<file path="src/kes_pkg.sv">
// Shared constants, register indexes and arithmetic helpers for the Kepler solver.
// No dependencies.
`default_nettype none
package kes_pkg;

  localparam int CFG_IDX_W = 2;
  localparam logic [CFG_IDX_W-1:0] CFG_METHOD    = 2'd0;
  localparam logic [CFG_IDX_W-1:0] CFG_TOLERANCE = 2'd1;
  localparam logic [CFG_IDX_W-1:0] CFG_MAX_ITER  = 2'd2;

  localparam int CFG_DATA_W = 28;
  localparam int ANG_W  = 32;
  localparam int ECC_W  = 30;
  localparam int TOL_W  = 28;
  localparam int ITER_W = 8;

  localparam int OP_W   = 36;
  localparam int PROD_W = 2 * OP_W;
  localparam int NUM_W  = 64;
  localparam int DEN_W  = 36;

  localparam int CA_W = 35;
  localparam int CX_W = 34;

  localparam logic signed [CA_W-1:0] Q30_PI      = 35'sd3373259426;
  localparam logic signed [CA_W-1:0] Q30_TWO_PI  = 35'sd6746518852;
  localparam logic signed [CA_W-1:0] Q30_HALF_PI = 35'sd1686629713;
  localparam logic signed [CX_W-1:0] Q30_GAIN    = 34'sd652032874;
  localparam logic signed [CX_W-1:0] Q30_ONE     = 34'sd1073741824;

  localparam logic method_newton = 1'b0;

  function automatic logic signed [CA_W-1:0] atan_step(input logic [5:0] i);
    logic signed [CA_W-1:0] r;
    case (i)
      6'd0:  r = 35'sd843314857;
      6'd1:  r = 35'sd497837829;
      6'd2:  r = 35'sd263043837;
      6'd3:  r = 35'sd133525159;
      6'd4:  r = 35'sd67021687;
      6'd5:  r = 35'sd33543516;
      6'd6:  r = 35'sd16775851;
      6'd7:  r = 35'sd8388437;
      6'd8:  r = 35'sd4194283;
      6'd9:  r = 35'sd2097149;
      6'd10: r = 35'sd1048576;
      default: begin
        if (i <= 6'd30) r = 35'sd1 <<< (6'd30 - i);
        else r = '0;
      end
    endcase
    return r;
  endfunction

  function automatic logic signed [PROD_W-1:0] rnd_shift(
      input logic signed [PROD_W-1:0] v, input int unsigned s);
    logic signed [PROD_W-1:0] b;
    b = 72'sd1 <<< (s - 1);
    return (v + b) >>> s;
  endfunction

  function automatic logic signed [ANG_W-1:0] sat32(input logic signed [64:0] v);
    logic signed [ANG_W-1:0] r;
    if (v > 65'sd2147483647) r = 32'sh7fffffff;
    else if (v < -65'sd2147483648) r = 32'sh80000000;
    else r = v[ANG_W-1:0];
    return r;
  endfunction

endpackage
`default_nettype wire

</file>
<file path="src/kes_mul.sv">
// Shared signed multiplier with a registered product.
// Uses kes_pkg widths.
`default_nettype none
module kes_mul (
  input  wire logic                              clk,
  input  wire logic signed [kes_pkg::OP_W-1:0]   op_a,
  input  wire logic signed [kes_pkg::OP_W-1:0]   op_b,
  output logic signed [kes_pkg::PROD_W-1:0]      prod
);
  import kes_pkg::*;

  always_ff @(posedge clk) begin
    prod <= PROD_W'(op_a) * PROD_W'(op_b);
  end
endmodule
`default_nettype wire

</file>
<file path="config.mk">
export PLATFORM = sky130hd
export DESIGN_NAME = kes_mul
export DESIGN_NICKNAME = d
export VERILOG_FILES = /design/src/kes_pkg.sv /design/src/kes_mul.sv
export SDC_FILE = /design/constraint.sdc
export NUM_CORES = 2
export LEC_CHECK = 0
export BUFFER_PORTS_ARGS = -buffer_cell sky130_fd_sc_hd__buf_2
export CAP_MARGIN = 25
export CORE_MARGIN = 1
export CORE_UTILIZATION = 35
export DETAILED_ROUTE_END_ITERATION = 10
export GPL_ROUTABILITY_DRIVEN = 0
export HOLD_SLACK_MARGIN = 0.06
export PLACE_DENSITY = 0.51
export SYNTH_ARGS = -nofsm -noshare
export SYNTH_HDL_FRONTEND = slang
export SYNTH_SLANG_ARGS = --single-unit
</file>
<file path="constraint.sdc">
create_clock -name clk -period 15 [get_ports clk]
set_clock_uncertainty 0.2 [all_clocks]
set_input_delay 1.5 -clock clk [delete_from_list [all_inputs] [get_ports clk]]
set_output_delay 1.5 -clock clk [all_outputs]
set_load 0.01 [all_outputs]
</file>
After elaboration in Yosys (flattened, before gate mapping) --
Cells that the tools add are included. W data, S select, Z words.
Word-level totals: memories 0, bits in latches 0, flip-flop bits (word level) 72, RAM bits 0, word-level logic and storage cells 2, bits in read-only memories 0
Operators by class: equal/unequal tests 0, reductions and logical operators 0, shifts and indexed selects 0, multiply operators 1, bitwise gates (word level) 0, add/sub/neg operators 0, magnitude comparators 0, mux-type cells 0, divide/modulo/power cells 0
Operators by type and width (number):
- $mul A36 B36 Y72 | 1

Longest topological paths before layout --
depth in word-level cells 1, gate-level depth with buffers 30, gate-level depth less buffers 27

Least setup slack after synthesis --
Ideal clock, no wire load.
kind input to register, from input port op_a[35] in the netlist's numbering, to register prod[69] in the netlist's numbering, path buffers 3, stages on the path 22, setup slack 5.922 ns, arrival time 8.748 ns, cells stage by stage clkbuf_1 > clkbuf_1 > nand2_1 > inv_1 > fa_1 > fa_1 > fa_1 > fa_1 > fa_1 > fa_1 > fa_1 > fa_1 > ha_1 > clkbuf_1 > a21o_1 > a21o_1 > a21oi_1 > nand2_1 > and3_1 > a211oi_1 > o31ai_1 > xor2_1
On the way: word-level cells in the longest chain between the ends 1
Ends and longest elaborated chain:
- from (decl) | RTL line kes_mul.sv:6 | input wire logic signed [kes_pkg::OP_W-1:0] op_a,
- $mul A36 B36 Y72 | RTL line kes_mul.sv:13 | prod <= PROD_W'(op_a) * PROD_W'(op_b);
- to (signal assigned) | RTL line kes_mul.sv:13
- to (decl) | RTL line kes_mul.sv:8 | output logic signed [kes_pkg::PROD_W-1:0] prod
No other way between the ends.

Final worst setup path --
from input port op_a[35] in the netlist's numbering, to register prod[70] in the netlist's numbering
The elaborated chain is that of the path after synthesis.

==> flow_metrics.env <==
export IMPL_post_route_drc_count=2
export IMPL_critPathMaxFanout=36
export IMPL_grtUsageTotal_pct=21.55
export IMPL_startpoint_type="input pin"
export IMPL_synth_nets=6775
export IMPL_setup_worst_path_class="in -> reg"
export IMPL_layout_nets=6687
export IMPL_hold_start="op_b[0]"
export IMPL_grt_overflow_total=0
export IMPL_synthToLayoutAreaGrowth_pct=5.360
export IMPL_grt_max_degree=38
export IMPL_synth_ff_type="dfxtp_1"
export IMPL_row_count=134
export IMPL_htree_levels=3
export IMPL_hold_viol_final=0
export IMPL_clock_sinks=72
export IMPL_routed_wl_um=138700
export IMPL_via_count=32860
export IMPL_status="finished with violations"
export IMPL_synth_seq_area_share_pct=3.039
export IMPL_synth_warnings=0
export IMPL_drive_above_1_share_pct=4.521
export IMPL_synth_edf_count=0
export IMPL_rsz0062_at_grt="no"
export IMPL_largest_reg_flops=72
export IMPL_cts_tree="built"
export IMPL_fin_setup_tns_ns=0
export IMPL_syn_cell_area_sq_um=47430
export IMPL_cts_path_max_buffers=2
export IMPL_max_freq_mhz=95.73
export IMPL_root_buffer="clkbuf_16"
export IMPL_die_y_um=370.1
export IMPL_first_iter_violations=1654
export IMPL_crit_required_ns=15.15
export IMPL_cts_made_buffers=9
export IMPL_core_sq_um=134000
export IMPL_io_pins=145
export IMPL_largestRegisters="prod x72"
export IMPL_hold_depth=3
export IMPL_drtPass1Iterations=9
export IMPL_final_common_cell="fa_1"
export IMPL_hold_end="prod[0]"
export IMPL_maxSlewHeadroom_pct=26.58
export IMPL_dp_cells=6772
export IMPL_initial_core_util_pct=35.41
export IMPL_endpoint_kind="flop"
export IMPL_wl_per_cell_um=20.43
export IMPL_layout_common_cells="fa_1 (1379), inv_1 (1344), nand2_1 (760)"
export IMPL_holdWs_ns=1.528
export IMPL_viasPerCell=4.838
export IMPL_syn_area_per_cell_sq_um=9.293
export IMPL_clk_pin_slew_ns=0.07
export IMPL_cp_arrival_ns=10.59
export IMPL_timing_final_crit_share_pct=69.64
export IMPL_grt_pass1_wl_um=223000
export IMPL_cts_resized=0
export IMPL_ant_nets=0
export IMPL_post_cts_buffers=0
export IMPL_top_register="prod"
export IMPL_fill_cells=13680
export IMPL_yosys_register_bits=72
export IMPL_worstHoldPathType="in -> reg"
export IMPL_hpwl_um=108600
export IMPL_antenna_found_initial=7
export IMPL_numPortBuffers=144
export IMPL_ys_async_sr_fraction_pct=0
export IMPL_violations="DRC"
export IMPL_syn_inst=5104
export IMPL_cts_hold_fix_buffers=0
export IMPL_setup_violations_final=0
export IMPL_worst_pin_slew_ns=1.101
export IMPL_ys_types=65
export IMPL_drv_slew=0
export IMPL_drv_cap=0
export IMPL_dpl_cell_area_sq_um=49620
export IMPL_first_global_vias=36980
export IMPL_min_period_ns=10.45
export IMPL_die_area_sq_um=137000
export IMPL_layout_cells_non_filler=6791
export IMPL_die_x_um=370.1
export IMPL_fin_area_sq_um=49980
-- stage by stage --
stage / utilization (%) / setup WS [ns]
6_report: 37.31 / 4.554
5_1_grt: 37.30 / 4.130
4_1_cts: 37.29 / 4.650
3_5_place_dp: 37.04 / 4.207
3_3_place_gp: 37.04 / 3.755
2_1_floorplan: - / 5.922
-- how the worst max path moves through the flow --
| stage | endpoint | slack [ns] | depth (start not counted) | startpoint |
|---|---|---|---|---|
| after CTS | prod[70] | 4.65 | 26 | op_a[35] |
| final | prod[70] | 4.55 | 26 | op_a[35] |
| after floorplan | prod[69] | 5.92 | 22 | op_a[35] |
| after global routing | prod[70] | 4.13 | 26 | op_a[35] |
| after detailed placement | prod[70] | 4.21 | 26 | op_a[35] |
| after global placement | prod[70] | 3.75 | 25 | op_a[35] |
-- metal layers --
| metal | vias to the layer above | routed length [um] | share of wire, % | global-route usage [%] |
|---|---|---|---|---|
| li1 | 14170 | - | - | - |
| met1 | 17780 | 59930 | 43 | 28.89 |
| met2 | 758 | 68700 | 50 | 36.43 |
| met3 | 143 | 7110 | 5.1 | 3.571 |
| met4 | 8 | 2942 | 2.1 | 4.839 |
| met5 | - | 40 | 0.029 | 0 |
-- synth_stat cells (all sizes together), types with 2 or more instances --
cell    number  area, sq um
o31ai        4        35.03
clkbuf     287         1077
o21ai       46        237.7
nor2        43        161.4
nor3        11        55.05
o22ai        2        12.51
a21oi       70        354.1
o211ai       4        30.03
nor2b       36        225.2
or2          6        37.54
nand2b      12        75.07
and4         2        17.52
xnor2       52        455.4
o31a         2        17.52
a41oi        3        26.28
xor2        28        245.2
nor4         2        12.51
and3         7        43.79
a31oi        9        56.30
o41ai        3        26.28
and2       559         3497
dfxtp       72         1441
o21a         7        52.55
ha         219         2740
o311ai       4        35.04
a21boi       4        30.03
fa        1379        27610
buf          6        32.53
a32oi        2        17.52
nand4       20        125.1
nand2      760         2853
nand3       19        100.1
a21o        37        277.8
o21bai      10        75.07
a211oi       8        60.06
nor3b        2        31.28
inv       1344         5045
a311oi       3        26.28
or3          5        41.29
-- layout make-up --
class / count / area [sq um] / share of cell area [%]
Antenna cell: 2 / 5.005 / 0.01001
Tap cell: 1768 / 2212 / 4.426
Inverter: 1344 / 5045 / 10.09
Sequential cell: 72 / 1441 / 2.884
Multi-Input combinational cell: 3395 / 39840 / 79.71
Clock inverter: 7 / 103.9 / 0.2078
Timing Repair Buffer: 194 / 1106 / 2.213
Clock buffer: 9 / 225.2 / 0.4507
-- kinds of logic after synthesis --
| logic type | count (synthesis) | share of synthesized area (%) |
|---|---|---|
| muxes | 2 | 0.04484 |
| DFF | 72 | 3.039 |
| xor gates and xnor gates | 80 | 1.477 |
| and+or+nand+nor | 1487 | 15.39 |
| adders and majority gates | 1598 | 63.98 |
| AOI/OAI and AO/OA | 228 | 3.094 |
| buffers and inverters | 1637 | 12.98 |
-- critical path, cell delays in order --
cell	delay, ns
buf_2	0.71
nand2_1	0.21
inv_1	0.19
fa_1	0.56
fa_1	0.71
fa_1	0.58
inv_1	0.07
fa_1	0.51
fa_1	0.52
inv_1	0.05
fa_1	0.49
fa_1	0.52
inv_1	0.05
fa_1	0.48
inv_1	0.05
ha_1	0.39
nand3_1	0.39
nor4_1	0.67
buf_2	0.30
a211oi_1	0.09
o22ai_1	0.36
nor2_1	0.08
o31ai_1	0.13
a21oi_1	0.30
or3_1	0.43
a32oi_1	0.20
Power is left out: the tool's default activity adds up to more than one toggle a clock period on the data nets, which glitch-free logic cannot reach.
