File: src/kes_pkg.sv
// Shared constants, register indexes and arithmetic helpers for the Kepler solver.
// No dependencies.
`default_nettype none
package kes_pkg;

  localparam int CFG_IDX_W = 2;
  localparam logic [CFG_IDX_W-1:0] CFG_METHOD    = 2'd0;
  localparam logic [CFG_IDX_W-1:0] CFG_TOLERANCE = 2'd1;
  localparam logic [CFG_IDX_W-1:0] CFG_MAX_ITER  = 2'd2;

  localparam int CFG_DATA_W = 28;
  localparam int ANG_W  = 32;
  localparam int ECC_W  = 30;
  localparam int TOL_W  = 28;
  localparam int ITER_W = 8;

  localparam int OP_W   = 36;
  localparam int PROD_W = 2 * OP_W;
  localparam int NUM_W  = 64;
  localparam int DEN_W  = 36;

  localparam int CA_W = 35;
  localparam int CX_W = 34;

  localparam logic signed [CA_W-1:0] Q30_PI      = 35'sd3373259426;
  localparam logic signed [CA_W-1:0] Q30_TWO_PI  = 35'sd6746518852;
  localparam logic signed [CA_W-1:0] Q30_HALF_PI = 35'sd1686629713;
  localparam logic signed [CX_W-1:0] Q30_GAIN    = 34'sd652032874;
  localparam logic signed [CX_W-1:0] Q30_ONE     = 34'sd1073741824;

  localparam logic method_newton = 1'b0;

  function automatic logic signed [CA_W-1:0] atan_step(input logic [5:0] i);
    logic signed [CA_W-1:0] r;
    case (i)
      6'd0:  r = 35'sd843314857;
      6'd1:  r = 35'sd497837829;
      6'd2:  r = 35'sd263043837;
      6'd3:  r = 35'sd133525159;
      6'd4:  r = 35'sd67021687;
      6'd5:  r = 35'sd33543516;
      6'd6:  r = 35'sd16775851;
      6'd7:  r = 35'sd8388437;
      6'd8:  r = 35'sd4194283;
      6'd9:  r = 35'sd2097149;
      6'd10: r = 35'sd1048576;
      default: begin
        if (i <= 6'd30) r = 35'sd1 <<< (6'd30 - i);
        else r = '0;
      end
    endcase
    return r;
  endfunction

  function automatic logic signed [PROD_W-1:0] rnd_shift(
      input logic signed [PROD_W-1:0] v, input int unsigned s);
    logic signed [PROD_W-1:0] b;
    b = 72'sd1 <<< (s - 1);
    return (v + b) >>> s;
  endfunction

  function automatic logic signed [ANG_W-1:0] sat32(input logic signed [64:0] v);
    logic signed [ANG_W-1:0] r;
    if (v > 65'sd2147483647) r = 32'sh7fffffff;
    else if (v < -65'sd2147483648) r = 32'sh80000000;
    else r = v[ANG_W-1:0];
    return r;
  endfunction

endpackage
`default_nettype wire

File: src/kes_div.sv
// Iterative signed divider, one quotient bit per cycle, truncating toward zero.
// Uses kes_pkg widths.
`default_nettype none
module kes_div (
  input  wire logic                              clk,
  input  wire logic                              rst,
  input  wire logic                              start,
  input  wire logic signed [kes_pkg::NUM_W-1:0]  num,
  input  wire logic signed [kes_pkg::DEN_W-1:0]  den,
  output logic                                   done,
  output logic signed [kes_pkg::NUM_W-1:0]       quo
);
  import kes_pkg::*;

  localparam int CW = $clog2(NUM_W + 1);

  logic              busy;
  logic              neg;
  logic [NUM_W-1:0]  nm;
  logic [DEN_W-1:0]  dm;
  logic [DEN_W-1:0]  rem;
  logic [CW-1:0]     cnt;
  logic [DEN_W:0]    trial;
  logic              fits;

  assign trial = {rem, nm[NUM_W-1]};
  assign fits  = trial >= {1'b0, dm};
  assign quo   = neg ? -$signed(nm) : $signed(nm);

  always_ff @(posedge clk) begin
    if (rst) begin
      busy <= 1'b0;
      done <= 1'b0;
    end else begin
      done <= 1'b0;
      if (start) begin
        busy <= 1'b1;
        neg  <= num[NUM_W-1] ^ den[DEN_W-1];
        nm   <= num[NUM_W-1] ? NUM_W'(-num) : NUM_W'(num);
        dm   <= den[DEN_W-1] ? DEN_W'(-den) : DEN_W'(den);
        rem  <= '0;
        cnt  <= '0;
      end else if (busy) begin
        if (fits) rem <= DEN_W'(trial - {1'b0, dm});
        else rem <= trial[DEN_W-1:0];
        nm <= {nm[NUM_W-2:0], fits};
        if (cnt == CW'(NUM_W - 1)) begin
          busy <= 1'b0;
          done <= 1'b1;
        end else begin
          cnt <= cnt + 1'b1;
        end
      end
    end
  end
endmodule
`default_nettype wire

File: config.mk
export PLATFORM = sky130hd
export DESIGN_NAME = kes_div
export DESIGN_NICKNAME = d
export VERILOG_FILES = /design/src/kes_pkg.sv /design/src/kes_div.sv
export SDC_FILE = /design/constraint.sdc
export NUM_CORES = 1
export LEC_CHECK = 0
export BUFFER_PORTS_ARGS = -buffer_cell sky130_fd_sc_hd__buf_2
export CORE_MARGIN = 5
export CORE_UTILIZATION = 32
export CTS_BUF_LIST = sky130_fd_sc_hd__clkbuf_8
export DETAILED_ROUTE_END_ITERATION = 16
export GPL_TIMING_DRIVEN = 0
export PLACE_DENSITY = 0.48
export SYNTH_ARGS = -nofsm -noshare
export SYNTH_HDL_FRONTEND = slang
export SYNTH_SLANG_ARGS = --single-unit
File: constraint.sdc
create_clock -name clk -period 7.35 [get_ports clk]
set_input_delay 0 -clock clk [delete_from_list [all_inputs] [get_ports clk]]
set_output_delay 0 -clock clk [all_outputs]
set_load 0.05 [all_outputs]
Word-level counts from Yosys, hierarchy flattened
Index checks and enable logic that the tools add are counted.
{ "word_totals": {"regBits": 146, "inputBits": 103} }
{ "op_classes": {"n_addsub": 5, "n_lt_le_gt_ge": 1, "n_eq_ne": 2, "mux": 13, "bitwise": 3, "n_reduce_logical": 5} }
{ "ops": {"columns": ["op", "n"], "rows": [
  ["64-bit 2-to-1 mux", 4],
  ["64-bit negator", 2],
  ["36-bit 2-to-1 mux", 2],
  ["37-bit by 36-bit >= comparator with 1-bit output", 1],
  ["36-bit negator", 1],
  ["36-bit subtractor", 1],
  ["35-bit 2-to-1 mux", 1],
  ["7-bit 2-to-1 mux", 2],
  ["7-bit by 1-bit adder with 7-bit output (second input constant)", 1],
  ["7-bit by 6-bit == test with 1-bit output (second input constant)", 1],
  ["1-bit 2-to-1 mux", 4],
  ["2-bit AND reduction", 2],
  ["3-bit AND reduction", 1],
  ["3-bit OR reduction", 1],
  ["2-bit inequality test (second input constant)", 1],
  ["1-bit inverter", 2],
  ["2-bit nonzero test", 1],
  ["1-bit XOR", 1]
]} }

Depth between registers and ports, before layout
Gate-level depths: netlist of the first run.
{ "depth": {"depth_word": 4, "mapped_depth": 15, "mapped_depth_nobuf": 12} }

Least setup slack after synthesis of the first run
OpenSTA, ideal clock, no wires.
{ "synth_timing": {"kind": "input port to flip-flop", "start": "input start", "end": "register nm[0] (enable)", "t_arrival_ps": 4855, "t_required_ps": 6790, "setup_slack_ps": 1935, "stages": 4, "cell_sequence": "clkbuf_1 > clkbuf_1 > nor2_1 > nor2_1"} }
{ "synth_via": {"elab_chain_cells": 2} }
{ "synth_rtl": {"columns": ["item", "line", "rtl"], "rows": [
  ["start, declared", "kes_div.sv:7", "input wire logic start,"],
  ["2-bit nonzero test (no line)", null, null],
  ["2-bit AND reduction (no line)", null, null],
  ["end signal, assigned", "kes_div.sv:39", "nm <= num[NUM_W-1] ? NUM_W'(-num) : NUM_W'(num);"],
  ["end signal, assigned", "kes_div.sv:46", "nm <= {nm[NUM_W-2:0], fits};"],
  ["end, declared", "kes_div.sv:19", "logic [NUM_W-1:0] nm;"]
]} }
No other way between the ends.
A chain may end at the register's enable or synchronous reset.

Final worst setup path of the first run
{ "layout_timing": {"start": "register nm[5]", "end": "output quo[62] (netlist bit)"} }
{ "layout_via": {"elab_chain_cells": 2} }
{ "layout_rtl": {"columns": ["item", "line", "rtl"], "rows": [
  ["64-bit negator", "kes_div.sv:28", "assign quo = neg ? -$signed(nm) : $signed(nm);"],
  ["64-bit 2-to-1 mux", "kes_div.sv:28", null],
  ["end, declared", "kes_div.sv:11", "output logic signed [kes_pkg::NUM_W-1:0] quo"]
]} }
No other way between the ends.

==> results.md, run 1 <==
- Outcome: complete, no violations
- Hold WS: 0.0282 ns
- Crit-path max FO: 5
- Mapped Nets: 1360
- Sequential share of the synthesized area: 38.9%
- Vias post-DR: 10200
- Ratio of cells with drive above 1 in the final layout: 16.1%
- Max clock buf depth: 2
- Clk Latency, worst-skew pair: 0.46 ns
- Worst slew margin: 20.9%
- VDD IR max: 109 uV
- Worst-margin pin slew: 1.18 ns
- Sink Count: 146
- Fmax: 228 MHz
- Top cells by count, synth: edfxtp_1, xnor2_1, nand2_1
- TritonCTS clock tree: done
- Cell Pwr Density: 196 nW/um^2
- Fin. max-slew vios: 0
- Die footprint: 38900 sq um
- Hpwl dp: 28.1 mm
- Biggest area consumer among synthesized cells: edfxtp_1
- Setup bufs post-CTS: 0
- Main flop type after synthesis: edfxtp_1
- Synth Register Bits: 146
- Family with the most delay on the worst path: simple AND/OR/NAND/NOR gates
- Clock Tree Root: clkbuf_8
- Die Wd: 197 microns
- WP buf/inv: 1
- Area Growth Syn to Fin: 24.6%
- H-Tree Depth: 4
- Critical path cell sequence: or4_4 > nor4_2 > nand3b_1 > or2_2 > nor2_1 > nand2_1 > or3_1 > o31ai_1 > xnor2_1 > buf_2
- Initial antenna violation count: 1
- Final worst-path cycle share: 59.5%
- Routed WL: 36.8 mm
- CP Class: reg -> out
- Worst path slowest cell: or4_4
- Gpl congestion: 0.905
- Number of global-route vias before repair: 10100
- Skew final: 0.0217 ns
- Gr usage total: 18.4%
- Mapped cell area: 11200 sq um
- Crit-path max cell delay: 0.57 ns
- DRC errors left: 0
- Port Buffer Count: 164
- Global route overflow: 0
- Floorplan Core Area: 34600 sq um
- Largest net degree at the start of global routing: 35
- Initial cell density of the core: 32.4%
- Largest cells by area after synthesis: edfxtp_1, xnor2_1, xor2_1, a21oi_1, ha_1
- Total leakage power: 0.00518 uW
- Die Height: 197 microns
- # setup viols final: 0
- Crit end category: output pin
- Total Neg Setup Slack: 0 ns
- Count of flip-flops with a built-in enable after synthesis: 144
- RSZ-0062 raised after global routing: no
- Pre-antenna DRT Iters: 5
- Detail Route Antenna Nets: 0
- Syn_area_per_cell: 9.23 sq um
- Post-layout net count: 1634
- Max Cap Viol: 0
- WP data arrival: 4.38 ns
- Via density per instance: 5.20
- Post-synth cell types: 71
- Syn Inst Count: 1216
- Synth top area share: 38.5%
- Worst Hold Class: in -> reg
- Ys async rst share: 0%
- Wirelength per Cell: 18.8 microns
- Hold Fails Final Rpt: 0
- Crit start category: flip-flop
- Most frequent cell after synthesis: edfxtp_1
- IO Count: 168
- Rows: 68
- Final WS setup: 2.97 ns
- First-pass GRT wire length: 56.8 mm
- Inserted Clock Buffers: 17
- Pre-CTS setup slack: 3.04 ns
- Crit path time final: 4.38 ns
- Worst-path clk slew: 0.09 ns
- Synth Warn #: 0
- Critical Path RT: 7.35 ns
- DR iter-0 viols: 691
==> routing by layer <==
metal	track usage, %	vias up	share of wire, %
met4	4.73	0	2.1
met1	25.5	4843	46
met3	2.81	36	5.8
li1	-	5033	-
met2	30.4	283	46
met5	0	-	0
==> tightest hold or removal path, cell delays in order <==
cell and delay, ns:
buf_2 0.15, xnor2_1 0.10, o21ai_0 0.13
==> flip-flops by register name, summed over array words and instances, names as in the netlist <==
name and flops:
done 1, neg 1, rem 36, dm 36, busy 1, nm 64
cnt 7
==> path summary, 6_finish.rpt <==
check,end,startpoint,slack (ns),depth (start not counted)
setup / recovery,quo[62],nm[5]$_DFFE_PP_,2.97,10
hold / removal,nm[52]$_DFFE_PP_,num[52],0.03,3
setup reg to reg,rem[14]$_SDFFCE_PP0P_,rem[3]$_SDFFCE_PP0P_,2.99,13
hold reg to reg,done$_SDFF_PP0_,busy$_SDFF_PP0_,0.51,1
==> placed cells by master, fill, tap and decap left out, types with 6 or more instances in the layout <==
master and instances:
and3_1 9, nor3_1 16, clkbuf_8 17, dlygate4sd3_1 87, nor2b_1 6, clkbuf_1 52, o41ai_1 27, nand3_1 27
inv_1 60, nor2_1 82, ha_1 40, xor2_1 63, mux2_2 18, or3_1 17, or2_2 6, xnor2_1 124
a211oi_1 10, a21o_1 17, a21oi_1 104, buf_2 164, nand2b_1 16, o21ai_0 73, nand2_1 120, edfxtp_1 144
nand4_1 12, nor4_1 14, or4_1 27, o31ai_1 40
==> cell type report <==
class	count	area (sq um)
fill	3518	20600
multi-input combinational	954	6440
sequential	146	4360
timing repair buffer	255	1780
tap	455	569
clock buffer	17	234
inverter	61	229
buffer	55	210
clock inverter	15	165
antenna	1	2.50
==> logic make-up after synthesis <==
group                      share of synthesized area (%)
AOI/OAI and AO/OA                                   18.4
xor gates and xnor gates                            14.6
adders and majority gates                           4.64
buffers and inverters                               3.91
DFF                                                 38.9
muxes                                               1.98
and+or+nand+nor                                     17.6
==> metrics by stage <==
| stage | std cells | total power [uW] | cell area (sq um) | utilization, % |
|---|---|---|---|---|
| floorplan | 1216 | 1760 | 11200 | - |
| global placement | 1835 | 2030 | 12600 | 36.4 |
| detailed placement | 1839 | 2040 | 12700 | 36.7 |
| CTS | 1958 | 2750 | 14000 | 40.4 |
| global route | 1959 | 2880 | 14000 | 40.4 |
| finish | 1959 | 2740 | 14000 | 40.4 |
==> report_power, final <==
part           total (uW)  switching [uW]  internal [uW]
Clock                 672             340            332
Combinational        1000             643            357
Sequential           1060            53.1           1010
==> timing repair <==
action / CTS / global route
endpoints found under the setup margin: 0 / 0
hold endpoints to repair: 75 / 0
hold buffers: 87 / 0
resized for setup: 0 / 0
Note: power is estimated with default switching activity, not from simulation.
==> inputs of run 2 (changes only) <==
==> constraint.sdc (replaced) <==
create_clock -name clk -period 4.4 [get_ports clk]
set_input_delay 0 -clock clk [delete_from_list [all_inputs] [get_ports clk]]
set_output_delay 0 -clock clk [all_outputs]
set_load 0.05 [all_outputs]
==> results.md, run 2 (same netlist as run 1, synthesis figures left out) <==
- Setup bufs post-CTS: 0
- DR iter-0 viols: 738
- Worst path slowest cell: or4_4
- Die footprint: 38900 sq um
- Fin. max-slew vios: 0
- Pwr Total: 4750 uW
- Detail Route Antenna Nets: 0
- Most flops, register: nm
- Inserted Clock Buffers: 17
- VDD IR max: 180 uV
- WP data arrival: 4.16 ns
- Post-layout net count: 1640
- First-pass GRT wire length: 57.1 mm
- Top flop regs: nm (64), dm (36), rem (36)
- Family with the most delay on the worst path: simple AND/OR/NAND/NOR gates
- # setup viols final: 0
- Number of global-route vias before repair: 10100
- IO Count: 168
- Ratio of cells with drive above 1 in the final layout: 16.4%
- Routed WL: 36.9 mm
- Pre-antenna DRT Iters: 5
- Die Height: 197 microns
- Max Used Layer: met4
- Wirelength per Cell: 18.8 microns
- Final worst-path cycle share: 94.6%
- Largest net degree at the start of global routing: 36
- Crit path time final: 4.16 ns
- Cell Pwr Density: 335 nW/um^2
- Critical Path RT: 4.40 ns
- Worst slew margin: 21.2%
- Commonest non-fill, non-tap cell in the layout: buf_2
- Gpl congestion: 0.884
- Via density per instance: 5.23
- Crit-path max cell delay: 0.57 ns
- Port Buffer Count: 164
- CP Class: reg -> out
- Setup slack, reg-to-reg: 0.44 ns
- M1 WL: 16.7 mm
- Critical path cell sequence: or4_4 > nor4_2 > or3b_1 > or2_1 > nor2_4 > nand2_1 > or3_1 > o41ai_2 > xnor2_1 > clkbuf_4
- Vias post-DR: 10300
- Hpwl dp: 28.0 mm
- Largest register FFs: 64
- Skew final: 0.0143 ns
- Floorplan Core Area: 34600 sq um
- Met2 wire length: 17.3 mm
- Gr usage total: 18.5%
- RSZ-0062 raised after global routing: no
- Sink Count: 146
- Worst r2r src: dm[34]$_DFFE_PP_
- Final WS setup: 0.237 ns
- Clk Latency, worst-skew pair: 0.47 ns
- DRC errors left: 0
- Worst Hold Class: in -> reg
- Crit-path max FO: 5
- H-Tree Depth: 4
- Rows: 68
- Pre-CTS setup slack: 0.0861 ns
- Area Growth Syn to Fin: 26.0%
- Initial antenna violation count: 0
- Crit start category: flip-flop
- Crit end category: output pin
- Most frequent cells in the layout: buf_2, edfxtp_1, xnor2_1
- Worst-path clk slew: 0.09 ns
- Die Wd: 197 microns
- Crit path from: nm[5]$_DFFE_PP_
- Global route overflow: 0
- TritonCTS clock tree: done
- WP buf/inv: 1
- Outcome: complete, no violations
- Max Cap Viol: 0
- Worst-margin pin slew: 1.18 ns
- Fmax: 240 MHz
- Initial cell density of the core: 32.4%
- Met3 routed wirelength: 2.33 mm
- Worst hold start: num[59]
- Hold Fails Final Rpt: 0
- Clock Tree Root: clkbuf_8
- Max clock buf depth: 2
- Total leakage power: 0.00527 uW
## run 2: final cells by class
type | count | area (sq um)
fill | 3489 | 20500
multi-input combinational | 954 | 6450
sequential | 146 | 4360
timing repair buffer | 261 | 1840
tap | 455 | 569
clock inverter | 15 | 240
clock buffer | 17 | 234
inverter | 61 | 229
buffer | 55 | 213
antenna | 1 | 2.50
## run 2: final timing paths
| check | end | cells past startpoint |
|---|---|---|
| worst max register to register | rem[22]$_SDFFCE_PP0P_ | 12 |
| worst min register to register | done$_SDFF_PP0_ | 1 |
| worst max-delay path | quo[63] | 10 |
| worst min-delay path | nm[59]$_DFFE_PP_ | 3 |
## run 2: layer usage
| layer | vias up | global-route usage [%] |
|---|---|---|
| met5 | - | 0 |
| met4 | 0 | 4.21 |
| met3 | 31 | 3.67 |
| met2 | 298 | 30.8 |
| met1 | 4907 | 25.0 |
| li1 | 5034 | - |
## run 2: timing repair
item                       CTS  global route
hold endpoints to repair    79             0
hold buffers                93             0
pin swaps                    0             0
resized for setup            1             8
setup endpoints to repair    3            17
## run 2: worst min-delay path, stage by stage
cell and delay (ns):
buf_2 0.12, xnor2_1 0.13, mux2_2 0.15
## run 2: per-stage QoR
step | setup TNS [ns] | util (%) | cells | instance area (sq um) | hold slack, ns
floorplan | 0 | - | 1216 | 11200 | 0.0728
global placement | -126.19 | 36.4 | 1835 | 12600 | 0.233
detailed placement | 0 | 36.7 | 1839 | 12700 | 0.237
CTS | 0 | 40.8 | 1964 | 14100 | 0.00448
global route | 0 | 40.8 | 1964 | 14100 | 0.00866
finish | 0 | 40.8 | 1965 | 14100 | 0.0346
## run 2: power breakdown
part	internal, uW	total [uW]	switching [uW]
Clock	729	1290	561
Combinational	603	1680	1080
Sequential	1690	1780	89.0
