**config.mk**
```make
export PLATFORM = sky130hd
export DESIGN_NAME = kes_cordic
export DESIGN_NICKNAME = d
export VERILOG_FILES = /design/src/kes_pkg.sv /design/src/kes_cordic.sv
export SDC_FILE = /design/constraint.sdc
export NUM_CORES = 1
export LEC_CHECK = 0
export BUFFER_PORTS_ARGS = -buffer_cell sky130_fd_sc_hd__buf_4
export CAP_MARGIN = 40
export CORE_ASPECT_RATIO = 0.6
export CORE_UTILIZATION = 24
export CTS_BUF_LIST = sky130_fd_sc_hd__clkbuf_4 sky130_fd_sc_hd__clkbuf_8 sky130_fd_sc_hd__clkbuf_16
export DETAILED_ROUTE_END_ITERATION = 6
export HOLD_SLACK_MARGIN = 0.08
export PLACE_DENSITY = 0.41
export SYNTH_ARGS = -nofsm -noshare
export SYNTH_HDL_FRONTEND = slang
export SYNTH_SLANG_ARGS = --single-unit
```
**constraint.sdc**
```tcl
create_clock -name clk -period 6.6 [get_ports clk]
set_input_delay 0.66 -clock clk [delete_from_list [all_inputs] [get_ports clk]]
set_output_delay 0.66 -clock clk [all_outputs]
set_load 0.02 [all_outputs]
```
**src/kes_pkg.sv**
```systemverilog
// Shared constants, register indexes and arithmetic helpers for the Kepler solver.
// No dependencies.
`default_nettype none
package kes_pkg;

  localparam int CFG_IDX_W = 2;
  localparam logic [CFG_IDX_W-1:0] CFG_METHOD    = 2'd0;
  localparam logic [CFG_IDX_W-1:0] CFG_TOLERANCE = 2'd1;
  localparam logic [CFG_IDX_W-1:0] CFG_MAX_ITER  = 2'd2;

  localparam int CFG_DATA_W = 28;
  localparam int ANG_W  = 32;
  localparam int ECC_W  = 30;
  localparam int TOL_W  = 28;
  localparam int ITER_W = 8;

  localparam int OP_W   = 36;
  localparam int PROD_W = 2 * OP_W;
  localparam int NUM_W  = 64;
  localparam int DEN_W  = 36;

  localparam int CA_W = 35;
  localparam int CX_W = 34;

  localparam logic signed [CA_W-1:0] Q30_PI      = 35'sd3373259426;
  localparam logic signed [CA_W-1:0] Q30_TWO_PI  = 35'sd6746518852;
  localparam logic signed [CA_W-1:0] Q30_HALF_PI = 35'sd1686629713;
  localparam logic signed [CX_W-1:0] Q30_GAIN    = 34'sd652032874;
  localparam logic signed [CX_W-1:0] Q30_ONE     = 34'sd1073741824;

  localparam logic method_newton = 1'b0;

  function automatic logic signed [CA_W-1:0] atan_step(input logic [5:0] i);
    logic signed [CA_W-1:0] r;
    case (i)
      6'd0:  r = 35'sd843314857;
      6'd1:  r = 35'sd497837829;
      6'd2:  r = 35'sd263043837;
      6'd3:  r = 35'sd133525159;
      6'd4:  r = 35'sd67021687;
      6'd5:  r = 35'sd33543516;
      6'd6:  r = 35'sd16775851;
      6'd7:  r = 35'sd8388437;
      6'd8:  r = 35'sd4194283;
      6'd9:  r = 35'sd2097149;
      6'd10: r = 35'sd1048576;
      default: begin
        if (i <= 6'd30) r = 35'sd1 <<< (6'd30 - i);
        else r = '0;
      end
    endcase
    return r;
  endfunction

  function automatic logic signed [PROD_W-1:0] rnd_shift(
      input logic signed [PROD_W-1:0] v, input int unsigned s);
    logic signed [PROD_W-1:0] b;
    b = 72'sd1 <<< (s - 1);
    return (v + b) >>> s;
  endfunction

  function automatic logic signed [ANG_W-1:0] sat32(input logic signed [64:0] v);
    logic signed [ANG_W-1:0] r;
    if (v > 65'sd2147483647) r = 32'sh7fffffff;
    else if (v < -65'sd2147483648) r = 32'sh80000000;
    else r = v[ANG_W-1:0];
    return r;
  endfunction

endpackage
`default_nettype wire

```
**src/kes_cordic.sv**
```systemverilog
// Rotation-mode CORDIC giving sine and cosine of a Q4.28 angle in Q.30.
// One micro-rotation per cycle after range reduction. Uses kes_pkg.
`default_nettype none
module kes_cordic #(
  parameter int CORDIC_STEPS = 30
) (
  input  wire logic                              clk,
  input  wire logic                              rst,
  input  wire logic                              start,
  input  wire logic signed [kes_pkg::ANG_W-1:0]  angle,
  output logic                                   done,
  output logic signed [kes_pkg::CX_W-1:0]        sin_out,
  output logic signed [kes_pkg::CX_W-1:0]        cos_out
);
  import kes_pkg::*;

  localparam int IW = (CORDIC_STEPS > 1) ? $clog2(CORDIC_STEPS) : 1;
  localparam logic [1:0] C_IDLE = 2'd0;
  localparam logic [1:0] C_RED  = 2'd1;
  localparam logic [1:0] C_FOLD = 2'd2;
  localparam logic [1:0] C_RUN  = 2'd3;

  logic [1:0]             state;
  logic signed [CA_W-1:0] a;
  logic signed [CX_W-1:0] x, y, xs, ys;
  logic                   flip;
  logic [IW-1:0]          i;
  logic signed [CA_W-1:0] at;

  assign xs = x >>> i;
  assign ys = y >>> i;
  assign at = atan_step(6'(i));
  assign sin_out = y;
  assign cos_out = flip ? -x : x;

  always_ff @(posedge clk) begin
    if (rst) begin
      state <= C_IDLE;
      done  <= 1'b0;
    end else begin
      done <= 1'b0;
      case (state)
        C_IDLE: begin
          if (start) begin
            a     <= {angle[ANG_W-1], angle, 2'b00};
            state <= C_RED;
          end
        end
        C_RED: begin
          if (a > Q30_PI) a <= a - Q30_TWO_PI;
          else if (a < -Q30_PI) a <= a + Q30_TWO_PI;
          state <= C_FOLD;
        end
        C_FOLD: begin
          flip <= 1'b0;
          if (a > Q30_HALF_PI) begin
            a    <= Q30_PI - a;
            flip <= 1'b1;
          end else if (a < -Q30_HALF_PI) begin
            a    <= -Q30_PI - a;
            flip <= 1'b1;
          end
          x     <= Q30_GAIN;
          y     <= '0;
          i     <= '0;
          state <= C_RUN;
        end
        C_RUN: begin
          if (!a[CA_W-1]) begin
            x <= x - ys;
            y <= y + xs;
            a <= a - at;
          end else begin
            x <= x + ys;
            y <= y - xs;
            a <= a + at;
          end
          if (i == IW'(CORDIC_STEPS - 1)) begin
            done  <= 1'b1;
            state <= C_IDLE;
          end else begin
            i <= i + 1'b1;
          end
        end
        default: state <= C_IDLE;
      endcase
    end
  end
endmodule
`default_nettype wire

```
Word-level counts from Yosys, hierarchy flattened
Cells that the tools add are included.
{"block": "classes", "add_sub_neg": 13, "n_lt_le_gt_ge": 5, "n_eq_ne": 19, "shift": 3, "mux": 21, "bitwise": 2, "reduce_logical": 9}
{"operator": "35-bit one-hot mux with 11 select lines", "count": 1}
{"operator": "35-bit 2-to-1 mux", "count": 7}
{"operator": "35-bit one-hot mux with 4 select lines", "count": 1}
{"operator": "34-bit one-hot mux with 2 select lines", "count": 2}
{"operator": "34-bit 2-to-1 mux", "count": 3}
{"operator": "33-bit by 35-bit subtractor with 35-bit output (first input constant)", "count": 2}
{"operator": "34-bit adder", "count": 2}
{"operator": "34-bit by 5-bit >>> shifter with 34-bit output", "count": 2}
{"operator": "34-bit subtractor", "count": 2}
{"operator": "35-bit by 34-bit adder with 35-bit output (second input constant)", "count": 1}
{"operator": "35-bit adder", "count": 1}
{"operator": "35-bit by 32-bit > comparator with 1-bit output (second input constant)", "count": 1}
{"operator": "35-bit by 33-bit > comparator with 1-bit output (second input constant)", "count": 1}
{"operator": "35-bit by 32-bit < comparator with 1-bit output (second input constant)", "count": 1}
{"operator": "35-bit by 33-bit < comparator with 1-bit output (second input constant)", "count": 1}
{"operator": "2-bit by 6-bit <<< shifter with 35-bit output (first input constant)", "count": 1}
{"operator": "35-bit by 34-bit subtractor with 35-bit output (second input constant)", "count": 1}
{"operator": "35-bit subtractor", "count": 1}
{"operator": "34-bit negation", "count": 1}
{"operator": "5-bit by 3-bit == test with 1-bit output (second input constant)", "count": 4}
{"operator": "5-bit by 4-bit == test with 1-bit output (second input constant)", "count": 3}
{"operator": "5-bit by 2-bit == test with 1-bit output (second input constant)", "count": 2}
{"operator": "5-bit one-hot mux with 2 select lines", "count": 1}
{"operator": "2-bit one-hot mux with 4 select lines", "count": 1}
{"operator": "other kinds (20)", "count": 29}
{"block": "totals", "reg_bits": 112, "input_bits": 35, "output_inout_bits": 69, "wordCells": 79}

Depth between registers and ports, before layout
Gate-level depths: netlist of run 1.
{"block": "logic_depth", "word_depth": 7, "mapped_depth": 31, "mapped_depth_nobuf": 25}

Least setup slack after synthesis of run 1
OpenSTA, ideal clock, no wires.
{"block": "synth_timing", "path_kind": "flip-flop to flip-flop", "from": "register i[0]", "to": "register a[31], data pin", "setup_ns": 0.261, "arrival_ns": 5.941, "t_required_ns": 6.339, "slack_ns": 0.398, "stages_incl_launch_ff": 29, "n_path_buf": 6, "period_less_slack_ns": 6.202, "path_cell_list": "edfxtp_1 > buf_6 > buf_6 > buf_6 > buf_2 > buf_2 > inv_1 > ha_1 > clkbuf_1 > nor2_1 > nor2_1 > a211oi_1 > nand2_1 > inv_1 > ha_1 > nand4_1 > nor2_1 > a21oi_1 > xnor2_1 > ha_1 > nand4_1 > or3_1 > o21ai_0 > o2111ai_1 > o21ai_0 > a21oi_1 > mux2i_1 > nor2_1 > o32a_1"}
{"block": "synth_via", "elab_chain_len": 7, "elab_cells_between_ends": 20, "classes_between": "add/sub (3); order compare (1); eq/ne (10); shift (1); mux (4); reduce/logical (1)"}
{"element": "start: declaration", "line_no": "kes_cordic.sv:27", "rtl": "logic [IW-1:0] i;"}
{"element": "start signal: assignment", "line_no": "kes_cordic.sv:82", "rtl": "i <= i + 1'b1;"}
{"element": "5-bit by 5-bit subtractor with 6-bit output", "line_no": "kes_pkg.sv:48", "rtl": "if (i <= 6'd30) r = 35'sd1 <<< (6'd30 - i);"}
{"element": "2-bit by 6-bit <<< shifter with 35-bit output", "line_no": "kes_pkg.sv:48"}
{"element": "35-bit 2-to-1 mux", "line_no": "kes_pkg.sv:48"}
{"element": "35-bit one-hot mux with 11 select lines (*)", "line_no": "kes_pkg.sv:35", "rtl": "case (i)"}
{"element": "35-bit subtractor or 35-bit adder (tied branches)", "line_no": "kes_cordic.sv:72, kes_cordic.sv:76"}
{"element": "35-bit 2-to-1 mux (*)", "line_no": "kes_cordic.sv:69", "rtl": "if (!a[CA_W-1]) begin"}
{"element": "35-bit one-hot mux with 4 select lines (*)", "line_no": "kes_cordic.sv:42", "rtl": "case (state)"}
{"element": "end signal: assignment", "line_no": "kes_cordic.sv:45", "rtl": "a <= {angle[ANG_W-1], angle, 2'b00};"}
{"element": "end signal: assignment", "line_no": "kes_cordic.sv:72", "rtl": "a <= a - at;"}
{"element": "end signal: assignment", "line_no": "kes_cordic.sv:76", "rtl": "a <= a + at;"}
{"element": "end: declaration", "line_no": "kes_cordic.sv:24", "rtl": "logic signed [CA_W-1:0] a;"}
Mark *: on every way between the ends. The rest lies on a longest branch, timed or not.
A chain may end at the register's enable or synchronous reset.

Worst setup path after layout of run 1
{"block": "layout_timing", "from": "register i[0]", "to": "register x[33], data pin"}
{"block": "layout_via", "elab_chain_len": 4, "elab_cells_between_ends": 5, "classes_between": "add/sub (2); shift (1); mux (2)"}
{"element": "34-bit by 5-bit >>> shifter with 34-bit output (*)", "line_no": "kes_cordic.sv:31", "rtl": "assign ys = y >>> i;"}
{"element": "34-bit subtractor or 34-bit adder (tied branches)", "line_no": "kes_cordic.sv:70, kes_cordic.sv:74"}
{"element": "34-bit 2-to-1 mux (*)", "line_no": "kes_cordic.sv:69"}
{"element": "34-bit one-hot mux with 2 select lines (*)", "line_no": "kes_cordic.sv:42"}
{"element": "end signal: assignment", "line_no": "kes_cordic.sv:70", "rtl": "x <= x - ys;"}
{"element": "end signal: assignment", "line_no": "kes_cordic.sv:74", "rtl": "x <= x + ys;"}
{"element": "end: declaration", "line_no": "kes_cordic.sv:25", "rtl": "logic signed [CX_W-1:0] x, y, xs, ys;"}
Marks and branches as above.

==> impl_metrics.py, run 1 <==
metrics = {
    "run_status": {
        "status": "finished, violations left",
        "violations": "DRC",
    },
    "pwr": {
        "comb_power_share_pct": 86.1,
        "p_leak_nw": 9.43,
        "ir_drop_mv": 0.317,
        "power_density_nw_per_um2": 612,
        "swShare_pct": 56.3,
        "internal_power_mw": 6.58,
        "clkPwrFrac_pct": 4.2,
        "switchingPower_mw": 8.49,
        "seq_power_share_pct": 9.7,
    },
    "critical_path": {
        "crit_chain": "buf_4 -> buf_12 -> mux4_1 -> a22oi_1 -> o211ai_1 -> a211oi_2 -> buf_4 -> nand4b_1 -> and4bb_2 -> nand2_1 -> nor2_1 -> a21oi_1 -> xnor2_1 -> ha_1 -> a21o_1 -> a21o_1 -> a21o_1 -> a21oi_1 -> inv_1 -> a221o_1 -> a41oi_1 -> o21ai_0 -> or3_1 -> nand2_1",
        "required_ps": 6920,
        "path_max_fanout": 39,
        "r2r_cells": 24,
        "path_class": "reg2reg",
        "reg2reg_from": "i[0]$_SDFFCE_PN0P_",
        "cp-startpoint": "i[0]$_SDFFCE_PN0P_",
        "crit_top_cell": "a21o_1",
        "regToRegSetupSlack_ps": 260,
        "critPathMaxStageDelay_ps": 740,
        "end_kind": "flip-flop",
        "crit_slowest_cell": "mux4_1",
        "timing.rr.end": "x[33]$_SDFFCE_PN0P_",
        "crit_arrival_ps": 6660,
        "start_kind": "flip-flop",
    },
    "routing": {
        "avgViaCountPerCell": 5.66,
        "dr.pass1.iters": 7,
        "routed_wl_microns": 98300,
        "drt_iter0_drc": 2548,
        "wl_per_cell_microns": 24.4,
        "vias": 22800,
        "ant_nets": 0,
        "drc": 2,
    },
    "yosys": {
        "synth_edf_count": 109,
        "synth.distinct_cells": 103,
        "ys.flop_type": "edfxtp_1",
        "synth_cells": 2716,
        "synth_seq_cells": 112,
        "synth_area_sq_um": 21300,
        "ys_seq_area_share_pct": 15.7,
        "syn_area_per_cell_sq_um": 7.83,
        "synth_nets": 2904,
        "synth-async-reset-ratio_pct": 0,
        "yosys_warnings": 0,
    },
    "die": {
        "die_h_microns": 233,
        "ios": 104,
        "die_w_microns": 386,
        "dieArea_sq_um": 89800,
        "row_count": 84,
        "start_util_pct": 24.3,
        "core_sq_um": 87700,
    },
    "sta": {
        "fin_hold_ws_ps": 447,
        "fin_crit_ps": 6340,
        "rsz0062_at_grt": "true",
        "slew_viol_final": 0,
        "finalHoldViolations": 0,
        "finClkSkew_ps": 13.9,
        "fmaxAchievable_mhz": 158,
        "max_slew_margin_pct": 34.7,
        "setup_viol": 0,
        "setup-tns-final_ps": 0,
        "worstMarginPinSlew_ps": 952,
        "period_share_pct": 96.1,
    },
    "clock_tree": {
        "cts_made_buffers": 9,
        "clk_latency_ps": 460,
        "cts_tree": "yes",
        "root_buffer": "clkbuf_16",
        "cts_sinks": 112,
        "cts.htree.levels": 3,
        "clkTransAtPathRegs_ps": 100,
        "clk_path_buf_depth": 2,
    },
    "layout": {
        "multi_input_area_sq_um": 16900,
        "nNetsFinal": 3045,
        "fin_area_sq_um": 24600,
        "seq_area_sq_um": 3330,
        "nFillCells": 9599,
        "utilization_pct": 28.1,
        "area.growth.synth_to_final_pct": 15.8,
        "stdcell_count": 4025,
        "drive_gt1_share_pct": 16.1,
    },
    "placed_design": {
        "place_hpwl_microns": 78600,
        "portBuffers": 103,
        "routabilityCongestion": 0.957,
        "place_inst": 3992,
        "dpl_cell_area_sq_um": 24200,
    },
    "global_routing": {
        "grt-ovfl-total": 0,
        "grt_pass1_wl_microns": 143000,
        "gr-usage-all-layers_pct": 21.5,
        "antenna_found_initial": 2,
        "grt_max_degree": 66,
        "grt_pass1_vias": 20800,
    },
    "min_path": {
        "hold_class": "in2reg",
        "min_from": "rst",
        "holdPathEnd": "state[1]$_SDFFE_PP0P_",
        "whs_path_depth": 2,
    },
    "flow_run": {
        "drv_cap": 0,
    },
}
==> state kept, by name, indices dropped and copies added, names as in the netlist <==
name	count
x	34
sin_out	34
flip	1
state	2
done	1
a	35
i	5
==> critical path: cells and delay by family (launching register included) <==
kind | cells | cell delay [ps]
flip-flops | 1 | 410
AO/OA/AOI/OAI | 11 | 2480
AND/OR/NAND/NOR | 6 | 1260
adder cells (fa/ha/maj) | 1 | 340
buffers and inverters | 4 | 700
multiplexers | 1 | 740
XOR/XNOR | 1 | 270
==> worst max-delay path by stage <==
stage                                     end  slack [ps]
after floorplan               a[31]$_DFFE_PP_         400
final                     x[33]$_SDFFCE_PN0P_         260
after CTS                 x[32]$_SDFFCE_PN0P_          50
after detailed placement  x[32]$_SDFFCE_PN0P_         -50
after global placement    x[33]$_SDFFCE_PN0P_         -20
after global routing      x[33]$_SDFFCE_PN0P_        -110
==> timing repair <==
action,4_1_cts,5_1_grt
buffers inserted,0,14
hold buffers,0,0
cloned,0,0
endpoints found under the setup margin,4,27
pin swaps,0,1
gates resized for setup,3,14
==> final cells by class <==
class,instances,area share (%)
Antenna cell,2,0.0203
Clock buffer,9,0.915
Clock inverter,7,0.213
Inverter,77,1.17
Multi-Input combinational cell,2360,68.8
Sequential cell,112,13.5
Tap cell,1161,5.90
Timing Repair Buffer,297,9.47
==> power groups by stage <==
stage | clock, mW | combinational, mW | sequential (mW)
3_5_place_dp | 0 | 12.5 | 1.47
3_3_place_gp | 0 | 12.5 | 1.48
6_report | 0.632 | 13.0 | 1.46
4_1_cts | 0.662 | 12.6 | 1.46
5_1_grt | 0.685 | 14.2 | 1.48
2_1_floorplan | 0 | 8.88 | 1.34
==> cells in the mapped netlist (all sizes together) (13+ instances only) <==
library cell | instances | area share, %
mux2i | 62 | 2.9
and3 | 32 | 0.94
mux4 | 55 | 6.0
a21oi | 245 | 5.8
inv | 76 | 1.3
ha | 149 | 8.8
nand2b | 38 | 1.1
or2 | 20 | 0.59
nand2 | 249 | 4.4
a31oi | 62 | 1.8
nor2 | 253 | 4.5
mux2 | 39 | 2.2
xor2 | 83 | 3.4
nor3 | 64 | 1.5
a22oi | 27 | 0.98
edfxtp | 109 | 15
a211oi | 42 | 1.5
o21bai | 22 | 0.79
buf | 68 | 2.1
nand4 | 19 | 0.66
xnor2 | 170 | 7.0
o22ai | 24 | 0.71
o21a | 34 | 1.2
clkbuf | 99 | 1.8
or4 | 13 | 0.46
and2 | 33 | 0.97
o211ai | 28 | 0.99
o31ai | 21 | 0.74
a21o | 62 | 2.2
a221oi | 18 | 0.77
o21ai | 158 | 3.7
or3 | 30 | 0.91
o221ai | 13 | 0.59
nand3 | 67 | 1.6
nor2b | 30 | 0.88
==> layout by cell type (no fill, tap or decap), types with 73 or more instances in the layout <==
cell	n
nand2_1	249
edfxtp_1	109
buf_4	287
inv_1	73
a21oi_1	241
nor2_1	251
xnor2_1	170
ha_1	147
o21ai_0	151
xor2_1	83
==> per-layer routing <==
metal	GRT usage, %	vias up	share of wire [%]
li1	-	10600	-
met1	35.1	11200	53
met2	26.1	953	36
met3	7.23	62	10
met4	2.60	2	0.84
met5	0	-	0.020
==> cell families after synthesis <==
group | Yosys count | synth area share (%)
fa+ha+maj | 153 | 9.15
flops | 112 | 15.7
simple gates | 903 | 20.6
xor+xnor | 253 | 10.4
compound gates | 895 | 27.8
buf+inv | 244 | 5.21
mux | 156 | 11.1
==> per-stage QoR <==
stage	power, mW	worst slack (ps)
2_1_floorplan	10.2	398
6_report	15.1	255
4_1_cts	14.8	50.0
3_3_place_gp	14.0	-20.9
5_1_grt	16.3	-108
3_5_place_dp	14.0	-47.1
No activity file was read; power rests on OpenSTA's default activity.
==> run 2, diff against run 1 <==
Settings changed: CORE_ASPECT_RATIO 0.6 to default.
==> run 2 against run 1 <==
The flow now finishes without violations. Non-clock buffer count is 28 lower. Wire length is 6.4% lower. Critical path depth decreased by 2. Die area is essentially flat.
==> impl_metrics.py, run 2 (same netlist as run 1, synthesis figures left out) <==
metrics = {
    "run_status": {
        "status": "complete, no violations",
    },
    "placed_design": {
        "portBuffers": 103,
        "place_hpwl_microns": 71700,
        "routabilityCongestion": 0.944,
    },
    "sta": {
        "finalHoldViolations": 0,
        "fin_crit_ps": 6250,
        "period_share_pct": 94.7,
        "slew_viol_final": 0,
        "worstMarginPinSlew_ps": 905,
        "max_slew_margin_pct": 38.1,
        "setup-tns-final_ps": 0,
        "finClkSkew_ps": 15.3,
        "fmaxAchievable_mhz": 160,
        "rsz0062_at_grt": "false",
        "setup_viol": 0,
    },
    "critical_path": {
        "required_ps": 6750,
        "end_kind": "flip-flop",
        "crit_arrival_ps": 6390,
        "regToRegSetupSlack_ps": 350,
        "cp-startpoint": "i[0]$_SDFFCE_PN0P_",
        "path_class": "reg2reg",
        "reg2reg_from": "i[0]$_SDFFCE_PN0P_",
        "start_kind": "flip-flop",
        "path_max_fanout": 31,
    },
    "clock_tree": {
        "clk_latency_ps": 420,
        "cts_sinks": 112,
        "root_buffer": "clkbuf_16",
        "cts_tree": "yes",
        "cts_made_buffers": 9,
        "clk_path_buf_depth": 2,
        "clkTransAtPathRegs_ps": 90,
        "cts.htree.levels": 3,
    },
    "global_routing": {
        "grt_pass1_vias": 21800,
        "grt_pass1_wl_microns": 139000,
        "gr-usage-all-layers_pct": 20.0,
        "antenna_found_initial": 0,
        "grt-ovfl-total": 0,
        "grt_max_degree": 105,
    },
    "layout": {
        "nNetsFinal": 3017,
        "largest_reg_flops": 35,
        "final_common_cell": "buf_4",
        "final_cell_mix": "buf_4, nor2_1, nand2_1",
        "drive_gt1_share_pct": 15.1,
        "area.growth.synth_to_final_pct": 14.6,
        "nFillCells": 9577,
        "top_register": "a",
        "utilization_pct": 27.9,
    },
    "pwr": {
        "ir_drop_mv": 0.221,
        "p_total_mw": 14.6,
        "p_leak_nw": 9.29,
        "power_density_nw_per_um2": 600,
    },
    "die": {
        "ios": 104,
        "start_util_pct": 24.4,
        "dieArea_sq_um": 89800,
        "row_count": 108,
        "die_w_microns": 300,
        "die_h_microns": 300,
        "core_sq_um": 87300,
    },
    "routing": {
        "wl_per_cell_microns": 23.0,
        "avgViaCountPerCell": 5.54,
        "ant_nets": 0,
        "drc": 0,
        "drt_iter0_drc": 1732,
        "routed_wl_microns": 92000,
        "vias": 22100,
        "dr.pass1.iters": 6,
    },
    "min_path": {
        "min_from": "angle[20]",
        "hold_class": "in2reg",
    },
    "flow_run": {
        "drv_cap": 0,
    },
}
==> run 2: cell types whose count changed in the layout (fill, tap and decap cells not counted), sizes merged <==
cell      before  now
clkinv         5    6
inv           79   77
buf          297  269
diode          2    1
clkinvlp       0    1
==> run 2: path summary, 6_finish.rpt <==
path | endpoint | depth (start not counted)
worst max-delay path | x[29]$_SDFFCE_PN1P_ | 22
worst min register to register | state[0]$_SDFFE_PP0P_ | 2
worst max register to register | x[29]$_SDFFCE_PN1P_ | 22
worst min-delay path | a[22]$_DFFE_PP_ | 2
==> run 2: power breakdown <==
part           total (mW)  switching, mW  internal (mW)  leakage [nW]
Combinational        12.6           7.44           5.13          8.16
Sequential           1.46          0.369           1.09          1.01
Clock               0.598          0.341          0.257         0.131
==> run 2: layout make-up <==
type                    instances  area [sq um]  area share, %
clock buffers                   9           225          0.924
multi-input cells            2360         16900           69.3
inverters                      77           289           1.19
flip-flops and latches        112          3330           13.7
repair buffers                269          2140           8.78
well taps                    1155          1450           5.93
diodes                          1          2.50         0.0103
clock inverters                 7          46.3          0.190
==> run 2: worst max-delay path, cell delays in order, from the launching register on <==
cell	delay [ps]
edfxtp_1	360
buf_4	140
buf_12	220
mux4_1	810
mux2i_1	380
nor2_1	110
a2111oi_2	390
buf_4	220
nand4b_1	140
nor3_1	440
a21oi_1	150
xnor2_1	150
ha_1	350
a21o_1	190
a21o_1	170
a221oi_1	390
nand3_1	140
o21ai_0	330
nand2_1	160
a31o_2	270
a21oi_1	180
xor2_1	190
nand2_1	70
==> run 2: routing by layer <==
metal	GRT usage, %	part of all wire, %	vias to the layer above	wire, microns
met4	5.66	2.5	0	2310
met2	36.0	50	549	46100
met5	0	0	-	0
li1	-	-	10500	-
met1	25.2	44	11000	40300
met3	1.82	3.5	87	3180
==> run 2: what timing repair did <==
action                     in CTS  in global routing
hold buffers                    0                  0
buffers inserted                0                  9
setup endpoints to repair       0                 20
resized for setup               0                  8
==> run 2: metrics by stage <==
step	std cells	setup slack (ps)	area (sq um)	hold WS (ps)
after floorplan	2716	398	21300	507
after global placement	3961	247	23900	530
after detailed placement	3964	262	24000	539
after CTS	3980	233	24300	480
after global routing	3989	23.7	24400	497
final	3990	353	24400	501
